===== src/rtl/core/skf_pkg.sv =====
// Package for the scalar Kalman filter: widths, register indexes, reset values,
// controller state type and the saturating add. No dependencies.
package skf_pkg;

  // Field and datapath widths
  localparam int unsigned SampleW  = 16;
  localparam int unsigned EstW     = 32;
  localparam int unsigned CovW     = 32;
  localparam int unsigned FracW    = 24;          // Q8.24 fraction bits
  localparam int unsigned GainW    = FracW + 1;   // gain lies in [0, 1.0]
  localparam int unsigned DiffW    = EstW + 1;    // sample - estimate, exact
  localparam int unsigned CfgIdxW  = 2;
  localparam int unsigned CfgDataW = 32;
  localparam int unsigned CntW     = 5;

  // Serial step counts
  localparam logic [CntW-1:0] DivSteps = CntW'(FracW);   // after the integer bit
  localparam logic [CntW-1:0] MulSteps = CntW'(GainW);   // one multiplier bit each

  localparam logic [GainW-1:0] GainOne = GainW'(1) << FracW;

  // Configuration register indexes
  localparam logic [CfgIdxW-1:0] CFG_PROCESS_NOISE      = 2'd0;
  localparam logic [CfgIdxW-1:0] CFG_MEASUREMENT_NOISE  = 2'd1;
  localparam logic [CfgIdxW-1:0] CFG_INITIAL_COVARIANCE = 2'd2;

  // Register reset values
  localparam logic [CovW-1:0] ProcessNoiseRst      = 32'd16777;
  localparam logic [CovW-1:0] MeasurementNoiseRst  = 32'd9110028;
  localparam logic [CovW-1:0] InitialCovarianceRst = 32'd335544;

  typedef logic signed [SampleW-1:0] sample_t;
  typedef logic signed [EstW-1:0]    est_t;
  typedef logic [CovW-1:0]           cov_t;

  // Controller states
  typedef enum logic [2:0] {
    ST_IDLE,
    ST_ADD_Q,
    ST_ADD_R,
    ST_DIV_GO,
    ST_DIV_WAIT,
    ST_MUL_GO,
    ST_MUL_WAIT,
    ST_WB
  } state_e;

  // Datapath strobes from the controller
  typedef struct packed {
    logic ld_sample;
    logic ld_pp;
    logic ld_den;
    logic div_start;
    logic mul_start;
    logic wb;
  } ctrl_t;

  // Unsigned add that saturates at all ones
  function automatic cov_t sat_add(input cov_t a, input cov_t b);
    logic [CovW:0] s;
    s = {1'b0, a} + {1'b0, b};
    return s[CovW] ? '1 : s[CovW-1:0];
  endfunction

endpackage


===== src/rtl/core/skf_if.sv =====
// Channel interfaces for the scalar Kalman filter: sample in, estimate out and
// the configuration write channel. Depends on skf_pkg.

interface skf_sample_if;
  import skf_pkg::*;
  logic    valid;
  logic    ready;
  sample_t sample;
  modport source (output valid, output sample, input ready);
  modport sink   (input valid, input sample, output ready);
endinterface

interface skf_estimate_if;
  import skf_pkg::*;
  logic valid;
  logic ready;
  est_t estimate;
  modport source (output valid, output estimate, input ready);
  modport sink   (input valid, input estimate, output ready);
endinterface

interface skf_cfg_if;
  import skf_pkg::*;
  logic                valid;
  logic                ready;
  logic [CfgIdxW-1:0]  index;
  logic [CfgDataW-1:0] data;
  modport source (output valid, output index, output data, input ready);
  modport sink   (input valid, input index, input data, output ready);
endinterface


===== src/rtl/core/skf_div.sv =====
// Bit-serial restoring divider for the gain: q = floor(num * 2^24 / den).
// Requires num <= den; a zero denominator gives zero. Depends on skf_pkg.
module skf_div (
  input  logic                      clk_i,
  input  logic                      rst_ni,
  input  logic                      start_i,
  input  skf_pkg::cov_t             num_i,
  input  skf_pkg::cov_t             den_i,
  output logic                      done_o,
  output logic [skf_pkg::GainW-1:0] quot_o
);
  import skf_pkg::*;

  logic              busy_q, done_q, zero_q;
  logic [CntW-1:0]   cnt_q;
  cov_t              rem_q, den_q;
  logic [GainW-1:0]  quot_q;

  logic [CovW:0]     rem_dbl, rem_sub;
  logic              step_ge;
  logic              first_ge;

  // One quotient bit per cycle
  always_comb begin
    rem_dbl  = {rem_q, 1'b0};
    rem_sub  = rem_dbl - {1'b0, den_q};
    step_ge  = rem_dbl >= {1'b0, den_q};
    first_ge = num_i >= den_i;
  end

  // Control
  always_ff @(posedge clk_i or negedge rst_ni) begin
    if (!rst_ni) begin
      busy_q <= 1'b0;
      done_q <= 1'b0;
      cnt_q  <= '0;
    end else begin
      done_q <= busy_q && (cnt_q == CntW'(1));
      if (start_i) begin
        busy_q <= 1'b1;
        cnt_q  <= DivSteps;
      end else if (busy_q) begin
        cnt_q <= cnt_q - CntW'(1);
        if (cnt_q == CntW'(1)) begin
          busy_q <= 1'b0;
        end
      end
    end
  end

  // Remainder and quotient shift register; integer bit taken at start
  always_ff @(posedge clk_i) begin
    if (start_i) begin
      den_q  <= den_i;
      zero_q <= (den_i == '0);
      rem_q  <= first_ge ? num_i - den_i : num_i;
      quot_q <= {{(GainW-1){1'b0}}, first_ge};
    end else if (busy_q) begin
      rem_q  <= step_ge ? rem_sub[CovW-1:0] : rem_dbl[CovW-1:0];
      quot_q <= {quot_q[GainW-2:0], step_ge};
    end
  end

  assign done_o = done_q;
  assign quot_o = zero_q ? '0 : quot_q;

endmodule


===== src/rtl/core/skf_mul.sv =====
// Bit-serial shift-add multiplier: signed 33-bit multiplicand times unsigned
// 25-bit multiplier, result floor(product / 2^24) modulo 2^32. Depends on skf_pkg.
module skf_mul (
  input  logic                             clk_i,
  input  logic                             rst_ni,
  input  logic                             start_i,
  input  logic signed [skf_pkg::DiffW-1:0] mcand_i,
  input  logic [skf_pkg::GainW-1:0]        mplier_i,
  output logic                             done_o,
  output logic [skf_pkg::EstW-1:0]         res_o
);
  import skf_pkg::*;

  localparam int unsigned AccW = DiffW + 2;

  logic                    busy_q, done_q;
  logic [CntW-1:0]         cnt_q;
  logic signed [DiffW-1:0] mcand_q;
  logic signed [AccW-1:0]  hi_q;
  logic [GainW-1:0]        lo_q;    // multiplier bits out, product bits in
  logic signed [AccW-1:0]  sum;

  // Add the multiplicand when the current multiplier bit is set
  always_comb begin
    sum = hi_q + (lo_q[0] ? AccW'(mcand_q) : AccW'(0));
  end

  // Control
  always_ff @(posedge clk_i or negedge rst_ni) begin
    if (!rst_ni) begin
      busy_q <= 1'b0;
      done_q <= 1'b0;
      cnt_q  <= '0;
    end else begin
      done_q <= busy_q && (cnt_q == CntW'(1));
      if (start_i) begin
        busy_q <= 1'b1;
        cnt_q  <= MulSteps;
      end else if (busy_q) begin
        cnt_q <= cnt_q - CntW'(1);
        if (cnt_q == CntW'(1)) begin
          busy_q <= 1'b0;
        end
      end
    end
  end

  // Accumulator shifts right one bit per step
  always_ff @(posedge clk_i) begin
    if (start_i) begin
      mcand_q <= mcand_i;
      hi_q    <= '0;
      lo_q    <= mplier_i;
    end else if (busy_q) begin
      hi_q <= {sum[AccW-1], sum[AccW-1:1]};
      lo_q <= {sum[0], lo_q[GainW-1:1]};
    end
  end

  assign done_o = done_q;
  assign res_o  = {hi_q[EstW-2:0], lo_q[GainW-1]};

endmodule


===== src/rtl/core/scalar_kalman_filter.sv =====
// Scalar Kalman filter top level: controller, state registers, configuration
// registers and output register. Depends on skf_pkg, skf_if, skf_div, skf_mul.
//
// Usage:
//   sample_i   - one signed 16-bit sample per item (valid/ready).
//   estimate_o - one signed Q16.16 estimate per sample (valid/ready).
//   cfg_i      - register writes: 0 process noise, 1 measurement noise,
//                2 initial covariance (also loads the covariance at once).
//                Always ready; write only while no sample is in flight.
// Timing: an accepted sample passes through the two sums, the gain divider
//   (one quotient bit a cycle) and the two serial multipliers, which run side
//   by side, before the write-back shows its estimate. One sample is in flight
//   at a time, so the block takes no new sample until the last update is
//   written back.
// Stall: the estimate is held in the output register until taken; a finished
//   update waits for that register, and no new sample is taken meanwhile.
// Reset: estimate clears to zero, covariance loads the initial covariance
//   reset value, the noise registers take their reset values.
module scalar_kalman_filter (
  input  logic     clk_i,
  input  logic     rst_ni,
  skf_sample_if.sink     sample_i,
  skf_estimate_if.source estimate_o,
  skf_cfg_if.sink        cfg_i
);
  import skf_pkg::*;

  state_e state_q, state_d;
  ctrl_t  ctrl;

  cov_t                    q_noise_q, r_noise_q, p_init_q;
  cov_t                    cov_q, pp_q, den_q;
  est_t                    est_q;
  sample_t                 sample_q;
  logic signed [DiffW-1:0] diff_q;
  logic                    out_valid_q;

  logic                    div_done, mul_est_done, mul_cov_done;
  logic [GainW-1:0]        gain;
  logic [EstW-1:0]         est_step;
  logic [CovW-1:0]         cov_next;

  // Next state
  always_comb begin
    state_d = state_q;
    unique case (state_q)
      ST_IDLE:     if (sample_i.valid) state_d = ST_ADD_Q;
      ST_ADD_Q:    state_d = ST_ADD_R;
      ST_ADD_R:    state_d = ST_DIV_GO;
      ST_DIV_GO:   state_d = ST_DIV_WAIT;
      ST_DIV_WAIT: if (div_done) state_d = ST_MUL_GO;
      ST_MUL_GO:   state_d = ST_MUL_WAIT;
      ST_MUL_WAIT: if (mul_est_done && mul_cov_done) state_d = ST_WB;
      ST_WB:       if (!out_valid_q || estimate_o.ready) state_d = ST_IDLE;
      default:     state_d = ST_IDLE;
    endcase
  end

  // Controller outputs
  always_comb begin
    ctrl = '0;
    unique case (state_q)
      ST_IDLE:     ctrl.ld_sample = sample_i.valid;
      ST_ADD_Q:    ctrl.ld_pp     = 1'b1;
      ST_ADD_R:    ctrl.ld_den    = 1'b1;
      ST_DIV_GO:   ctrl.div_start = 1'b1;
      ST_DIV_WAIT: ctrl = '0;
      ST_MUL_GO:   ctrl.mul_start = 1'b1;
      ST_MUL_WAIT: ctrl = '0;
      ST_WB:       ctrl.wb        = !out_valid_q || estimate_o.ready;
      default:     ctrl = '0;
    endcase
  end

  always_ff @(posedge clk_i or negedge rst_ni) begin
    if (!rst_ni) begin
      state_q <= ST_IDLE;
    end else begin
      state_q <= state_d;
    end
  end

  // Configuration, filter state and output valid
  always_ff @(posedge clk_i or negedge rst_ni) begin
    if (!rst_ni) begin
      q_noise_q   <= ProcessNoiseRst;
      r_noise_q   <= MeasurementNoiseRst;
      p_init_q    <= InitialCovarianceRst;
      cov_q       <= InitialCovarianceRst;
      est_q       <= '0;
      out_valid_q <= 1'b0;
    end else begin
      if (ctrl.wb) begin
        est_q       <= est_q + est_t'(est_step);
        cov_q       <= cov_next;
        out_valid_q <= 1'b1;
      end else if (estimate_o.ready) begin
        out_valid_q <= 1'b0;
      end
      if (cfg_i.valid) begin
        unique case (cfg_i.index)
          CFG_PROCESS_NOISE:     q_noise_q <= cfg_i.data;
          CFG_MEASUREMENT_NOISE: r_noise_q <= cfg_i.data;
          CFG_INITIAL_COVARIANCE: begin
            p_init_q <= cfg_i.data;
            cov_q    <= cfg_i.data;
          end
          default: ;
        endcase
      end
    end
  end

  // Working registers for one update
  always_ff @(posedge clk_i) begin
    if (ctrl.ld_sample) begin
      sample_q <= sample_i.sample;
    end
    if (ctrl.ld_pp) begin
      pp_q <= sat_add(cov_q, q_noise_q);
    end
    if (ctrl.ld_den) begin
      den_q  <= sat_add(pp_q, r_noise_q);
      diff_q <= {sample_q[SampleW-1], sample_q, 16'h0000} - DiffW'(est_q);
    end
  end

  // Gain K = Pp / (Pp + R)
  skf_div u_div (
    .clk_i   (clk_i),
    .rst_ni  (rst_ni),
    .start_i (ctrl.div_start),
    .num_i   (pp_q),
    .den_i   (den_q),
    .done_o  (div_done),
    .quot_o  (gain)
  );

  // Estimate step K * (s - x)
  skf_mul u_mul_est (
    .clk_i    (clk_i),
    .rst_ni   (rst_ni),
    .start_i  (ctrl.mul_start),
    .mcand_i  (diff_q),
    .mplier_i (gain),
    .done_o   (mul_est_done),
    .res_o    (est_step)
  );

  // Covariance (1 - K) * Pp
  skf_mul u_mul_cov (
    .clk_i    (clk_i),
    .rst_ni   (rst_ni),
    .start_i  (ctrl.mul_start),
    .mcand_i  ({1'b0, pp_q}),
    .mplier_i (GainOne - gain),
    .done_o   (mul_cov_done),
    .res_o    (cov_next)
  );

  assign sample_i.ready      = (state_q == ST_IDLE);
  assign cfg_i.ready         = 1'b1;
  assign estimate_o.valid    = out_valid_q;
  assign estimate_o.estimate = est_q;

endmodule


===== src/flat_wrapper.sv =====
// flat-port wrapper written by rule: the top's interface ports become plain ports
module scalar_kalman_filter_flat import skf_pkg::*;
  (clk_i, rst_ni, sample_i_valid, sample_i_sample, sample_i_ready, estimate_o_valid, estimate_o_estimate, estimate_o_ready, cfg_i_valid, cfg_i_index, cfg_i_data, cfg_i_ready);
  skf_sample_if sample_i_i ();
  skf_estimate_if estimate_o_i ();
  skf_cfg_if cfg_i_i ();
  input  logic clk_i;
  input  logic rst_ni;
  input wire logic [$bits(sample_i_i.valid)-1:0] sample_i_valid;
  input wire logic [$bits(sample_i_i.sample)-1:0] sample_i_sample;
  output wire logic [$bits(sample_i_i.ready)-1:0] sample_i_ready;
  output wire logic [$bits(estimate_o_i.valid)-1:0] estimate_o_valid;
  output wire logic [$bits(estimate_o_i.estimate)-1:0] estimate_o_estimate;
  input wire logic [$bits(estimate_o_i.ready)-1:0] estimate_o_ready;
  input wire logic [$bits(cfg_i_i.valid)-1:0] cfg_i_valid;
  input wire logic [$bits(cfg_i_i.index)-1:0] cfg_i_index;
  input wire logic [$bits(cfg_i_i.data)-1:0] cfg_i_data;
  output wire logic [$bits(cfg_i_i.ready)-1:0] cfg_i_ready;
  assign sample_i_i.valid = sample_i_valid;
  assign sample_i_i.sample = sample_i_sample;
  assign sample_i_ready = sample_i_i.ready;
  assign estimate_o_valid = estimate_o_i.valid;
  assign estimate_o_estimate = estimate_o_i.estimate;
  assign estimate_o_i.ready = estimate_o_ready;
  assign cfg_i_i.valid = cfg_i_valid;
  assign cfg_i_i.index = cfg_i_index;
  assign cfg_i_i.data = cfg_i_data;
  assign cfg_i_ready = cfg_i_i.ready;
  scalar_kalman_filter u_core (.clk_i(clk_i), .rst_ni(rst_ni), .sample_i(sample_i_i), .estimate_o(estimate_o_i), .cfg_i(cfg_i_i));
endmodule

===== config.mk =====
export PLATFORM = sky130hd
export DESIGN_NAME = scalar_kalman_filter_flat
export DESIGN_NICKNAME = d
export VERILOG_FILES = /design/src/rtl/core/skf_pkg.sv /design/src/rtl/core/skf_if.sv /design/src/rtl/core/skf_div.sv /design/src/rtl/core/skf_mul.sv /design/src/rtl/core/scalar_kalman_filter.sv /design/src/flat_wrapper.sv
export SDC_FILE = /design/constraint.sdc
export NUM_CORES = 1
export LEC_CHECK = 0
export BUFFER_PORTS_ARGS = -buffer_cell sky130_fd_sc_hd__buf_2
export CAP_MARGIN = 5
export CELL_PAD_IN_SITES_DETAIL_PLACEMENT = 0
export CELL_PAD_IN_SITES_GLOBAL_PLACEMENT = 1
export CORE_MARGIN = 4
export CORE_UTILIZATION = 30
export CTS_CLUSTER_SIZE = 40
export DETAILED_ROUTE_END_ITERATION = 8
export GPL_ROUTABILITY_DRIVEN = 1
export PLACE_DENSITY_LB_ADDON = 0.1
export RECOVER_POWER = 25
export REMOVE_ABC_BUFFERS = 1
export SLEW_MARGIN = 20
export SYNTH_ARGS = -nofsm -noshare
export SYNTH_HDL_FRONTEND = slang
export SYNTH_SLANG_ARGS = --single-unit

===== constraint.sdc =====
create_clock -name clk_i -period 6.61 [get_ports clk_i]
set_input_delay 1.6525 -clock clk_i [delete_from_list [all_inputs] [get_ports clk_i]]
set_output_delay 1.6525 -clock clk_i [all_outputs]
set_load 0.02 [all_outputs]

==> results of run 1 <==
-- final timing paths --
| check | end | slack (ps) | cells after the start | start |
|---|---|---|---|---|
| setup / recovery | u_core.u_mul_cov.lo_q[0] | 1330 | 6 | u_core.state_q[1] |
| max in group asynchronous | u_core.q_noise_q[1] | 3270 | 2 | rst_ni |
| hold / removal | u_core.u_mul_est.mcand_q[3] | 420 | 0 | u_core.diff_q[3] |
| hold reg to reg | u_core.u_mul_est.mcand_q[3] | 420 | 0 | u_core.diff_q[3] |
| setup reg to reg | u_core.u_mul_cov.lo_q[0] | 1330 | 6 | u_core.state_q[1] |
| min in group asynchronous | u_core.estimate_o.estimate[21] | 1690 | 1 | rst_ni |
-- area by class of cell --
| class | instances | share of cell area [%] |
|---|---|---|
| inverters | 149 | 1.50 |
| clock buffers | 111 | 5.95 |
| clock inverters | 24 | 0.615 |
| repair buffers | 118 | 1.75 |
| diodes | 1 | 0.00672 |
| multi-input cells | 2552 | 46.4 |
| well taps | 1414 | 4.75 |
| flip-flops and latches | 539 | 39.0 |
-- stage by stage --
step,utilization (%),hold slack (ps),total power [uW],area (um^2),cells
global placement,32.1,409,17300,34900,4772
floorplan,-,400,14400,32400,3240
finish,34.3,416,21300,37300,4908
CTS,34.3,418,21600,37300,4907
global route,34.3,428,23200,37300,4907
detailed placement,32.1,405,17400,34900,4772
-- cell families after synthesis --
kind of cell	after synthesis
AO/OA/AOI/OAI	869
AND/OR/NAND/NOR	1049
adder cells (fa/ha/maj)	256
XOR/XNOR	239
buffers and inverters	267
flip-flops	539
other	1
multiplexers	138
-- power groups by stage --
stage          Clock [uW]  Sequential, uW  Combinational (uW)
5_1_grt              4290            6600               12300
3_5_place_dp            0            6490               10900
2_1_floorplan           0            6250                8190
6_report             4020            6410               10800
4_1_cts              4180            6440               11000
3_3_place_gp            0            6490               10800
-- synthesized netlist by cell type (all sizes together) (20+ instances only) --
| cell | n | area (um^2) |
|---|---|---|
| nand2 | 380 | 1430 |
| edfxtp | 294 | 8830 |
| nor2 | 270 | 1010 |
| ha | 249 | 3120 |
| a21oi | 215 | 1090 |
| o21ai | 206 | 1030 |
| inv | 149 | 559 |
| a21o | 144 | 1080 |
| xnor2 | 135 | 1180 |
| dfrtp | 131 | 3280 |
| xor2 | 104 | 911 |
| dfxtp | 92 | 1840 |
| clkbuf | 91 | 342 |
| and2 | 74 | 463 |
| a31oi | 73 | 457 |
| mux2i | 72 | 721 |
| mux2 | 66 | 743 |
| nand2b | 58 | 363 |
| nor3 | 55 | 280 |
| nand3 | 48 | 240 |
| a211oi | 46 | 355 |
| nor2b | 38 | 245 |
| o21bai | 36 | 274 |
| o21a | 30 | 225 |
| buf | 27 | 131 |
| and3 | 25 | 156 |
| nand4 | 23 | 144 |
| dfstp | 22 | 578 |
| nor4 | 20 | 125 |
-- routing by layer --
| metal | vias up | global-route usage (%) |
|---|---|---|
| li1 | 12300 | - |
| met5 | - | 0 |
| met4 | 0 | 4.39 |
| met3 | 123 | 2.22 |
| met2 | 324 | 27.2 |
| met1 | 11700 | 20.1 |
-- sequential cells by signal, summed over array words and instances, names as in the netlist, 32 cells and up --
signal                      flops
u_core.den_q                   32
u_core.u_mul_cov.hi_q          34
u_core.estimate_o.estimate     32
u_core.u_mul_est.hi_q          34
u_core.q_noise_q               32
u_core.u_div.rem_q             32
u_core.u_mul_est.mcand_q       33
u_core.diff_q                  33
u_core.u_mul_cov.mcand_q       32
u_core.u_div.den_q             32
u_core.cov_q                   32
u_core.pp_q                    32
u_core.r_noise_q               32
-- placed cells by master, fill, tap and decap left out, types with 44 or more instances in the layout --
cell type,n
o21ai_1,87
dfxtp_1,92
edfxtp_1,294
and2_1,74
inv_1,145
nand2_1,380
mux2_2,65
nand2b_1,57
a21o_1,144
nor3_1,54
buf_2,84
nand3_1,48
xnor2_1,135
ha_1,249
o21ai_0,119
xor2_1,104
nor2_1,269
a21oi_1,212
a31oi_1,73
clkbuf_16,79
a211oi_1,44
mux2i_1,72
dfrtp_1,129
-- critical path: cells and delay by family (launching register included) --
family | cells | cell delay, ps
buf+inv | 3 | 3810
simple gates | 3 | 550
flops | 1 | 520
==> impl_metrics.yaml, run 1 <==
status:
  status: "finished, violations left"
  violations: "capacitance limit, slew limit"
timing:
  clock.fmax_mhz: 189
  final.min_clock_period_ps: 5280
  finalHoldViolCount: 0
  rsz0062_at_grt: "false"
  tightest_slew_ps: 3160
  setup_tns_ps: 0
  period_share_pct: 79.8
  slew_headroom_pct: -111
  finalSetupViolCount: 0
  layout_setup_ws_ps: 1330
  slew_violations: 240
  fin_skew_ps: 19.1
synthesis:
  synth_compound_area_share_pct: 16.9
  yosys.area_share.simple_pct: 14.9
  async_flop_share_pct: 28.4
  synth_cells: 3358
  synth_seq_cells: 539
  yosys_warnings: 0
  synth_top_family_by_area: "compound AO/OA/AOI/OAI gates"
  seq_area_frac_synth_pct: 44.2
  ys.flop_type: "edfxtp_1"
  synth_edf_count: 294
  synth_xor_area_share_pct: 6.38
  synthAdderAreaFrac_pct: 9.92
  syn-cell-area_um2: 32800
  avgSynthCellArea_um2: 9.78
  ys_types: 85
  muxShareOfSynthArea_pct: 4.46
worst_setup_path:
  cpMaxStageDelayCell: "clkinvlp_2"
  path_class: "flip-flop to flip-flop"
  crit_chain: "nand3b_1 > clkbuf_1 > clkinvlp_2 > buf_4 > nand2b_1 > nand2_1"
  slowest_delay_ps: 1940
  cp.arrival_ps: 5590
  crit_fanout: 56
  cp.required_ps: 6920
  worstSetupEndpointType: "flip-flop"
  start_kind: "flip-flop"
pwr:
  p_sw_uw: 8920
  pwr-share-comb_pct: 51.0
  leakagePower_uw: 0.0162
  cellPowerDensity_nw_per_um2: 571
  peakVddDrop_v: 0.000275
  p_sw_share_pct: 41.9
  pwr-share-clk_pct: 18.9
  p_int_uw: 12400
  pwr-share-seq_pct: 30.1
clock_tree:
  htreeDepth: 3
  cts_buffers: 73
  cts_resized: 0
  worstSkewPairLatency_ps: 630
  cts_hold_buf: 0
  clockBufferDepth: 3
  cts_setup_buffers: 0
  cts_tree: "done"
  cts.sinks: 539
  cts_root_buf: "clkbuf_16"
  clk_pin_slew_ps: 60
placed_design:
  pre_cts_ws_ps: 2010
  place_hpwl_um: 66400
  portBuffers: 88
  gp_congestion: 0.828
global_routing:
  grtUsageTotal_pct: 15.6
  globalRouteOverflowTotal: 0
  grt_antenna_before_repair: 1
  grt_pass1_wl_um: 143000
  grt_max_degree: 122
  first_global_vias: 25100
floorplan:
  die_w_um: 339
  dieHeight_um: 339
  dieArea_um2: 115000
  ios: 90
  initial_core_util_pct: 30.2
  core_um2: 109000
  rows: 121
routing:
  ant_nets: 0
  drtIter0Drc: 1230
  top_layer: "met4"
  vias: 24400
  routed-wl-met2_um: 43700
  wl_met1_um: 42000
  dr.pass1.iters: 5
  wl_met3_um: 2420
  wl_per_cell_um: 18.4
  drc: 0
  detail_route.wirelength_um: 90400
  routed_via_density: 4.97
worst_hold_path:
  hold_path.class: "flip-flop to flip-flop"
layout:
  drive_gt1_share_pct: 9.79
  n_fill_cell: 11100
  multi_input_area_um2: 17300
  area_delta_synth_final_pct: 13.5
  nets: 3744
  regArea_um2: 14500
run:
  maxCapViolCount: 6
No activity file was read; power rests on OpenSTA's default activity.
==> run 2, diff against run 1 <==
==> constraint.sdc (replaced) <==
create_clock -name clk_i -period 5.1 [get_ports clk_i]
set_input_delay 1.275 -clock clk_i [delete_from_list [all_inputs] [get_ports clk_i]]
set_output_delay 1.275 -clock clk_i [all_outputs]
set_load 0.02 [all_outputs]
==> impl_metrics.yaml, run 2 (same netlist as run 1, synthesis figures left out) <==
status:
  status: "finished, violations left"
  violations: "capacitance limit, slew limit"
floorplan:
  core_um2: 109000
  dieHeight_um: 339
  dieArea_um2: 115000
  rows: 121
  ios: 90
  initial_core_util_pct: 30.2
  die_w_um: 339
worst_setup_path:
  path_class: "flip-flop to flip-flop"
  start_kind: "flip-flop"
  cp.required_ps: 5440
  r2r-end: "u_core.pp_q[7]"
  r2r_cells: 16
  rr_startpoint: "u_core.cov_q[0]"
  crit_chain: "ha_1 > fa_1 > a211oi_2 > o211ai_1 > a31oi_1 > buf_4 > nor4_1 > buf_4 > o31ai_1 > o21ai_1 > a21oi_1 > o21ai_1 > and2_1 > nor2_2 > buf_4 > nand2_1"
  reg2reg_slack_ps: 880
  crit_fanout: 22
  cpMaxStageDelayCell: "fa_1"
  cpMostUsedCell: "buf_4"
  slowest_delay_ps: 440
  worstSetupEndpointType: "flip-flop"
  cp.arrival_ps: 4560
routing:
  drtIter0Drc: 1094
  ant_nets: 0
  detail_route.wirelength_um: 90700
  drc: 0
  routed_via_density: 5.00
  dr.pass1.iters: 5
  vias: 24500
  wl_per_cell_um: 18.5
clock_tree:
  cts_buffers: 71
  cts_root_buf: "clkbuf_16"
  htreeDepth: 3
  cts_resized: 0
  worstSkewPairLatency_ps: 620
  clk_pin_slew_ps: 60
  cts_setup_buffers: 0
  cts_hold_buf: 0
  cts_tree: "done"
  cts.sinks: 539
  clockBufferDepth: 3
run:
  maxCapViolCount: 6
pwr:
  pwr-share-seq_pct: 30.2
  power_uw: 27300
  cellPowerDensity_nw_per_um2: 737
  p_int_uw: 15700
  p_sw_uw: 11600
  p_sw_share_pct: 42.5
  pwr-share-comb_pct: 52.0
  leakagePower_uw: 0.0162
  peakVddDrop_v: 0.000235
  pwr-share-clk_pct: 17.8
timing:
  period_share_pct: 82.7
  finalHoldViolCount: 0
  rsz0062_at_grt: "false"
  final.min_clock_period_ps: 4220
  tightest_slew_ps: 2590
  setup_tns_ps: 0
  slew_headroom_pct: -72.7
  slew_violations: 317
  finalSetupViolCount: 0
  layout_setup_ws_ps: 880
  clock.fmax_mhz: 237
  fin_skew_ps: 24.4
  holdWs_ps: 413
global_routing:
  first_global_vias: 25200
  grt_max_degree: 101
  globalRouteOverflowTotal: 0
  grtUsageTotal_pct: 15.7
  grt_antenna_before_repair: 1
  grt_pass1_wl_um: 144000
layout:
  reg.largest.list: "u_core.u_mul_cov.hi_q x34, u_core.u_mul_est.hi_q x34"
  finalInstanceArea_um2: 37100
  mostFrequentLayoutCell: "nand2_1"
  layout_common_cells: "nand2_1 (380), edfxtp_1 (294), nor2_1 (268)"
  area_delta_synth_final_pct: 13.0
  drive_gt1_share_pct: 9.82
  n_antenna_cell: 0
  nets: 3747
placed_design:
  gp_congestion: 0.806
  placed_area_um2: 34900
  portBuffers: 88
  pre_cts_ws_ps: 871
  place_hpwl_um: 66800
worst_hold_path:
  worstHoldPathCells: 0
  hold_start: "u_core.diff_q[13]"
  worstHoldEndpoint: "u_core.u_mul_est.mcand_q[13]"
  hold_path.class: "flip-flop to flip-flop"
==> run 2: cell count changes in the layout (fill, tap and decap cells not counted), moves of 2 or more <==
cell	delta
clkbuf_1	-6
clkbuf_16	-6
inv_6	+2
clkbuf_8	-5
clkinvlp_4	-2
buf_4	+4
clkinv_2	+4
clkinv_1	+7
clkbuf_2	+2
==> run 2: layer usage <==
metal | vias up | wire length, um | global-route usage [%]
met5 | - | 0 | 0
met4 | 0 | 2810 | 5.03
met2 | 356 | 42700 | 26.4
met1 | 11800 | 42100 | 20.6
li1 | 12300 | - | -
met3 | 125 | 3040 | 2.52
==> run 2: power by group through the flow <==
| stage | Sequential [uW] | Combinational, uW | Clock (uW) |
|---|---|---|---|
| floorplan | 8110 | 10600 | 0 |
| global placement | 8330 | 14200 | 0 |
| detailed placement | 8350 | 14200 | 0 |
| CTS | 8280 | 14300 | 5070 |
| global route | 8490 | 16100 | 5220 |
| finish | 8250 | 14200 | 4870 |
==> run 2: how the worst max path moves through the flow <==
stage	cells past startpoint	endpoint	startpoint
final	16	u_core.pp_q[7]	u_core.cov_q[0]
after global routing	16	u_core.pp_q[12]	u_core.cov_q[0]
after CTS	16	u_core.pp_q[7]	u_core.cov_q[0]
after detailed placement	16	u_core.pp_q[19]	u_core.cov_q[0]
after global placement	16	u_core.pp_q[20]	u_core.cov_q[0]
after floorplan	4	u_core.u_mul_cov.lo_q[0]	u_core.state_q[1]
==> run 2: final cells by class <==
type                       instances  area [um^2]
inverter                         149          561
clock inverter                    34          250
multi-input combinational       2552        17300
tap                             1414         1770
fill                           11100        71600
timing repair buffer             123          704
clock buffer                      97         1990
sequential                       539        14500
==> run 2: worst max-delay path, delay by kind of cell (launching register included) <==
family / cells / cell delay, ps
buf+inv: 3 / 620
simple gates: 4 / 570
flops: 1 / 380
compound gates: 7 / 1680
fa+ha+maj: 2 / 680
==> run 2: through the flow <==
| stage | util [%] | std cells |
|---|---|---|
| final | 34.1 | 4908 |
| after CTS | 34.2 | 4908 |
| after global placement | 32.1 | 4777 |
| after global routing | 34.1 | 4908 |
| after floorplan | - | 3240 |
| after detailed placement | 32.1 | 4777 |
